`src/rtl/core/assert_macros.svh`:
```
// ---------------------------------------------------------------------------
// Assertion macros
// Concurrent assertion wrappers; define NO_ASSERTIONS to compile them out.
// ---------------------------------------------------------------------------
`ifndef ASSERT_MACROS_SVH
`define ASSERT_MACROS_SVH
`ifndef NO_ASSERTIONS
// implication or plain property, checked on every rising edge out of reset
`define ASSERT_CLK(lbl, clk, rst_n, prop) \
  lbl: assert property (@(posedge clk) disable iff (!rst_n) prop) \
    else $error("assertion failed");
// condition that must never be seen on a rising edge out of reset
`define ASSERT_NEVER(lbl, clk, rst_n, cond) \
  lbl: assert property (@(posedge clk) disable iff (!rst_n) !(cond)) \
    else $error("forbidden condition seen");
`else
`define ASSERT_CLK(lbl, clk, rst_n, prop)
`define ASSERT_NEVER(lbl, clk, rst_n, cond)
`endif
`endif

```
`src/rtl/core/ffba_pkg.sv`:
```
// ---------------------------------------------------------------------------
// ffba_pkg
// Shared types, codes and helpers of the first-fit bitmap allocator.
// ---------------------------------------------------------------------------
`timescale 1ns / 1ps

package ffba_pkg;

  localparam int WORD_BITS = 64;
  localparam int LANES     = 8;

  // request kinds
  localparam logic REQ_LOAD  = 1'b0;
  localparam logic REQ_ALLOC = 1'b1;

  // configuration register indexes
  localparam logic REG_BIT_LIMIT     = 1'b0;
  localparam logic REG_RESULT_OFFSET = 1'b1;

  // result status codes
  localparam logic STAT_OK   = 1'b0;
  localparam logic STAT_FULL = 1'b1;

  typedef enum logic [2:0] {
    ST_CLEAR,
    ST_IDLE,
    ST_START,
    ST_SCAN,
    ST_FINISH
  } ffba_state_t;

  // one map word presented to the check unit
  typedef struct packed {
    logic                 v;
    logic                 last;
    logic [WORD_BITS-1:0] data;
    logic [WORD_BITS-1:0] mask;
  } ffba_chk_req_t;

  // registered outcome of the check unit
  typedef struct packed {
    logic       v;
    logic       hit;
    logic       last;
    logic [2:0] lane;
    logic [7:0] data;
    logic [7:0] free;
  } ffba_pick_t;

  // index of the lowest set bit of a byte, zero when none is set
  function automatic logic [2:0] first_set8(input logic [7:0] b);
    logic [2:0] idx;
    idx = 3'd0;
    for (int i = 7; i >= 0; i--) begin
      if (b[i]) begin
        idx = 3'(i);
      end
    end
    return idx;
  endfunction

endpackage

```
`src/rtl/core/ffba_word_check.sv`:
```
// ---------------------------------------------------------------------------
// ffba_word_check
// Registered free-bit check of one 64-bit map word: finds the lowest byte
// lane holding a clear, in-limit bit and hands that byte on.
// ---------------------------------------------------------------------------
`timescale 1ns / 1ps
`include "assert_macros.svh"

module ffba_word_check (
  input  logic                   clk,
  input  logic                   rst_n,
  input  logic                   flush,
  input  ffba_pkg::ffba_chk_req_t req,
  output ffba_pkg::ffba_pick_t    pick
);
  import ffba_pkg::*;

  logic [WORD_BITS-1:0] free_bits;
  logic [LANES-1:0]     lane_has;
  logic [2:0]           lane_sel;
  ffba_pick_t           pick_r;
  ffba_pick_t           pick_nxt;

  always_comb begin
    free_bits = ~req.data & req.mask;
    for (int i = 0; i < LANES; i++) begin
      lane_has[i] = |free_bits[i*8 +: 8];
    end
    lane_sel = first_set8(lane_has);

    pick_nxt.v    = req.v && !flush;
    pick_nxt.hit  = |lane_has;
    pick_nxt.last = req.last;
    pick_nxt.lane = lane_sel;
    pick_nxt.data = req.data[lane_sel*8 +: 8];
    pick_nxt.free = free_bits[lane_sel*8 +: 8];
  end

  always_ff @(posedge clk) begin
    if (!rst_n) begin
      pick_r.v <= 1'b0;
    end else begin
      pick_r.v <= pick_nxt.v;
    end
    pick_r.hit  <= pick_nxt.hit;
    pick_r.last <= pick_nxt.last;
    pick_r.lane <= pick_nxt.lane;
    pick_r.data <= pick_nxt.data;
    pick_r.free <= pick_nxt.free;
  end

  assign pick = pick_r;

  // a hit always carries at least one free bit in the chosen byte
  `ASSERT_CLK(a_hit_has_free, clk, rst_n, (pick_r.v && pick_r.hit) |-> (pick_r.free != 8'd0))

endmodule

```
`config.mk`:
```
export PLATFORM = sky130hd
export DESIGN_NAME = ffba_word_check
export DESIGN_NICKNAME = d
export VERILOG_FILES = /design/src/rtl/core/ffba_pkg.sv /design/src/rtl/core/ffba_word_check.sv
export VERILOG_INCLUDE_DIRS = /design/src /design/src/rtl/core
export SDC_FILE = /design/constraint.sdc
export NUM_CORES = 1
export LEC_CHECK = 0
export BUFFER_PORTS_ARGS = -buffer_cell sky130_fd_sc_hd__buf_2
export CORE_MARGIN = 2
export CORE_UTILIZATION = 38
export DETAILED_ROUTE_END_ITERATION = 16
export GPL_ROUTABILITY_DRIVEN = 1
export PLACE_DENSITY = 0.9
export SYNTH_ARGS = -nofsm -noshare
export SYNTH_HDL_FRONTEND = slang
export SYNTH_SLANG_ARGS = --single-unit
```
`constraint.sdc`:
```
create_clock -name clk -period 2.65 [get_ports clk]
set_input_delay 0.6625 -clock clk [delete_from_list [all_inputs] [get_ports clk]]
set_output_delay 0.6625 -clock clk [all_outputs]
set_load 0.02 [all_outputs]
```
* After elaboration in Yosys (flattened, before gate mapping)
Index checks and enable logic that the tools add are counted.
** Storage, ports and cells
- Logic and storage cells :: 29
- Output and inout bits :: 22
- Register bits after elaboration :: 22
** Operators by class
- Reduce and logical (&&, ||, !) cells :: 11
- Muxes and demuxes :: 8
- Shift operators :: 2
- Bitwise logic cells :: 2
** Operators by type and width (count)
- $shiftx 64x7->8 :: 2
- $and 64x64->64 :: 1
- $not 64->64 :: 1
- $reduce_or 64->1 :: 1
- $reduce_or 8->1 :: 8
- $mux 3 :: 8
- $logic_and 1x1->1 :: 1
- $logic_not 1->1 :: 1

* Longest topological paths before layout
- Word-level depth :: 12
- Mapped depth :: 11
- Gate-level depth less buffers :: 9

* Least setup slack after synthesis
No wires, ideal clock.
- Path type :: in2reg
- From :: input req[42] in the netlist's numbering
- To :: register pick_r, in the netlist pick[10]
- Arrival time :: 2.664 ns
- Stages :: 10
- Data required time :: 2.522 ns
- Path buffers :: 1
- Setup time :: 0.128 ns
- Path slack :: -0.141 ns
- Cell sequence :: nor2b_1 -> or4_4 -> or2_4 -> o311ai_4 -> nand2_2 -> inv_2 -> buf_6 -> nand3_2 -> o32ai_1 -> nor3_2
** RTL lines
- start, declared :: RTL line ffba_word_check.sv:13 : input ffba_pkg::ffba_chk_req_t req,
- end, declared :: RTL line ffba_word_check.sv:21 : ffba_pick_t pick_r;

==> summary.md <==
| Metric | Value |
|---|---|
| CTS tree | yes |
| WL/cell | 20.79 microns |
| Largest register FFs | 22 |
| Worst setup margin | -0.1967 ns |
| Synth cell types | 46 |
| Clk pin slew, worst setup/hold paths | 0.09 ns |
| Port bufs | 154 |
| Hold Crit Start | req[128] |
| Mean post-synth cell area | 8.100 sq um |
| Post-place instance area | 0.004073 sq mm |
| CP peak stage delay | 0.54 ns |
| Post-DRT Antenna Nets | 0 |
| # rows | 27 |
| Actual slew at the worst max-slew pin | 0.4746 ns |
| Peak Freq | 351.3 MHz |
| Placer Congestion | 0.9297 |
| Total Die Area | 0.006288 sq mm |
| Class of the most critical setup path | in2reg |
| 1st-pass router iterations | 5 |
| Comb power frac | 47.0% |
| Final setup viols | 16 |
| Critical path startpoint category | primary input |
| Total GRT Usage | 35.32% |
| Hpwl dp | 9228 microns |
| Io pins | 155 |
| Number of global-route vias before repair | 3703 |
| P_int | 860.3 uW |
| Final Cycle Share | 107.4% |
| Sequential share of the synthesized area | 20.44% |
| Asr flop ratio synth | 0% |
| Ratio of cells with drive above 1 in the final layout | 66.91% |
| Starting density of the core | 39.13% |
| Critical path buffers and inverters | 3 |
| Cell chain of the critical path | buf_6 -> nor2b_4 -> or4_4 -> or2_4 -> o311ai_4 -> nand2_2 -> inv_2 -> buf_6 -> nand3_4 -> o32ai_4 -> nor3_2 |
| TritonCTS buffer count | 3 |
| Root Buffer | clkbuf_8 |
| Clock Sinks | 22 |
| Yosys warning total | 0 |
| Layout net count | 678 |
| Slew Limit Headroom | 68.07% |
| Synthesis-to-finish area growth | 111.7% |
| Initial antenna violation count | 0 |
| H-tree depth | 1 |
| Worst Path Arrival | 3.00 ns |
| Mapped Cells | 266 |
| Hold path cells | 1 |
| Post-synth top area share | 20.44% |
| # diodes | 0 |
| Number of synthesized register bits | 22 |
| Unrepaired setup endpoints after global routing | true |
| Max FO, Critical Path | 8 |
| Status | finished with violations |
| Worst Path Required | 2.80 ns |
| DRC viols | 0 |
| Final Hold Vio Count | 0 |
| Switching Share | 33.66% |
| Seq pwr share | 27.9% |
| Final TNS setup | -1.841 ns |
| Switching power | 436.5 uW |
| Max Cap Viol | 0 |
| Fin. max-slew vios | 0 |
| Crit path launch | req[45] |
| CP delay by family, top | simple AND/OR/NAND/NOR gates |
| Crit path max-delay cell type | or4_4 |
| Most frequent cell after synthesis | nor2b_1 |
| Core area | 0.005507 sq mm |
| Lkg Pwr | 2.109 nW |
| Area leader, netlist | dfxtp_1 |
| Routed vias/inst | 6.068 |
| Hold Path Sink | pick[19] |
| Overall power | 1.297 mW |
| Die H | 79.30 microns |
| Power per standard cell area | 284.3 mW/mm^2 |
| Vias post-DR | 3738 |
| Post-route cell area | 0.004562 sq mm |
| First-pass GRT wire length | 17060 microns |
| Syn Std Cell Area | 0.002155 sq mm |
| Initial DRC Count | 424 |
| Max VDD drop | 330.1 uV |
| Mapped Nets | 399 |
| Clk pwr share | 25.1% |
| Largest net degree at the start of global routing | 19 |
| Die width | 79.30 microns |
| DRT Wirelength | 12810 microns |
| Main flop type after synthesis | dfxtp_1 |
| Longest Clk Path Bufs | 2 |
| Crit end category | flip-flop |
| Synth top area cells | dfxtp_1 (20%), nor2b_1 (11%), nand2b_1 (7.8%) |
| Tmin final | 2.847 ns |
| Number of synthesized flops with an enable pin | 0 |
| Failing checks | negative setup slack |
| Grt total ovfl | 0 |
| Top cells by count, synth | nor2b_1 (37), nand2b_1 (27), dfxtp_1 (22) |
| Hold Path Class | in2reg |
| Cell mode on critical path | buf_6 |
## cells by family (layout without fill, tap and decap cells)
group           Yosys count  in the layout  synth area share (%)
compound gates           80             80                 29.56
buf+inv                  12            290                 3.600
flops                    22             22                 20.44
mux                       3              3                 1.394
simple gates            149            149                 45.01
## per-layer routing
| metal | vias up | global-route usage (%) | wire (microns) |
|---|---|---|---|
| li1 | 1608 | - | - |
| met1 | 1736 | 36.93 | 4403 |
| met2 | 307 | 65.93 | 6280 |
| met3 | 87 | 5.455 | 1192 |
| met4 | 0 | 21.03 | 932 |
| met5 | - | 0 | 0 |
## cell type report
class	instances	area [sq um]
multi-input combinational	232	2092
timing repair buffer	284	1861
fill	319	944.7
sequential	22	440.4
tap	72	90.09
clock buffer	3	41.29
clock inverter	1	30.03
inverter	2	7.507
## power groups by stage
stage          Sequential [mW]  Combinational, mW  Clock [mW]
5_1_grt                  0.363              0.638       0.344
4_1_cts                  0.361              0.544       0.325
3_5_place_dp             0.369              0.522           0
3_3_place_gp             0.369              0.509           0
2_1_floorplan            0.395              0.176           0
6_report                 0.362              0.610       0.325
## timing repair
item | 4_1_cts | 5_1_grt
endpoints found under the setup margin | 16 | 16
cloned | 0 | 0
hold buffers | 0 | 0
resized for setup | 24 | 35
setup buffers | 1 | 9
hold endpoints to repair | 0 | 0
pin swaps | 17 | 22
## metrics by stage
stage / cells / utilization, % / worst slack (ns) / hold WS, ns
final: 616 / 82.84 / -0.1967 / 0.4945
after global routing: 616 / 82.84 / -0.2321 / 0.4820
after CTS: 607 / 77.82 / -0.03364 / 0.4958
after detailed placement: 603 / 73.96 / -0.5021 / 0.7779
after global placement: 603 / 73.96 / -0.4090 / 0.7719
after floorplan: 266 / - / -0.1253 / 0.6902
## worst max path at each step
stage / to / slack, ns / cells after the start
floorplan: pick[10] / -0.13 / 10
global placement: pick[9] / -0.41 / 11
detailed placement: pick[7] / -0.50 / 10
CTS: pick[14] / -0.03 / 11
global route: pick[12] / -0.23 / 11
finish: pick[12] / -0.20 / 11
## cells in the final DEF, fill, tap and decap left out, drive strengths merged, types with 9 or more instances in the layout
cell / instances
a221oi: 16
buf: 284
dfxtp: 22
nand2b: 27
nand3: 17
nor2: 14
nor2b: 37
nor3: 9
o21ai: 26
o221ai: 16
No activity file was read; power rests on OpenSTA's default activity.
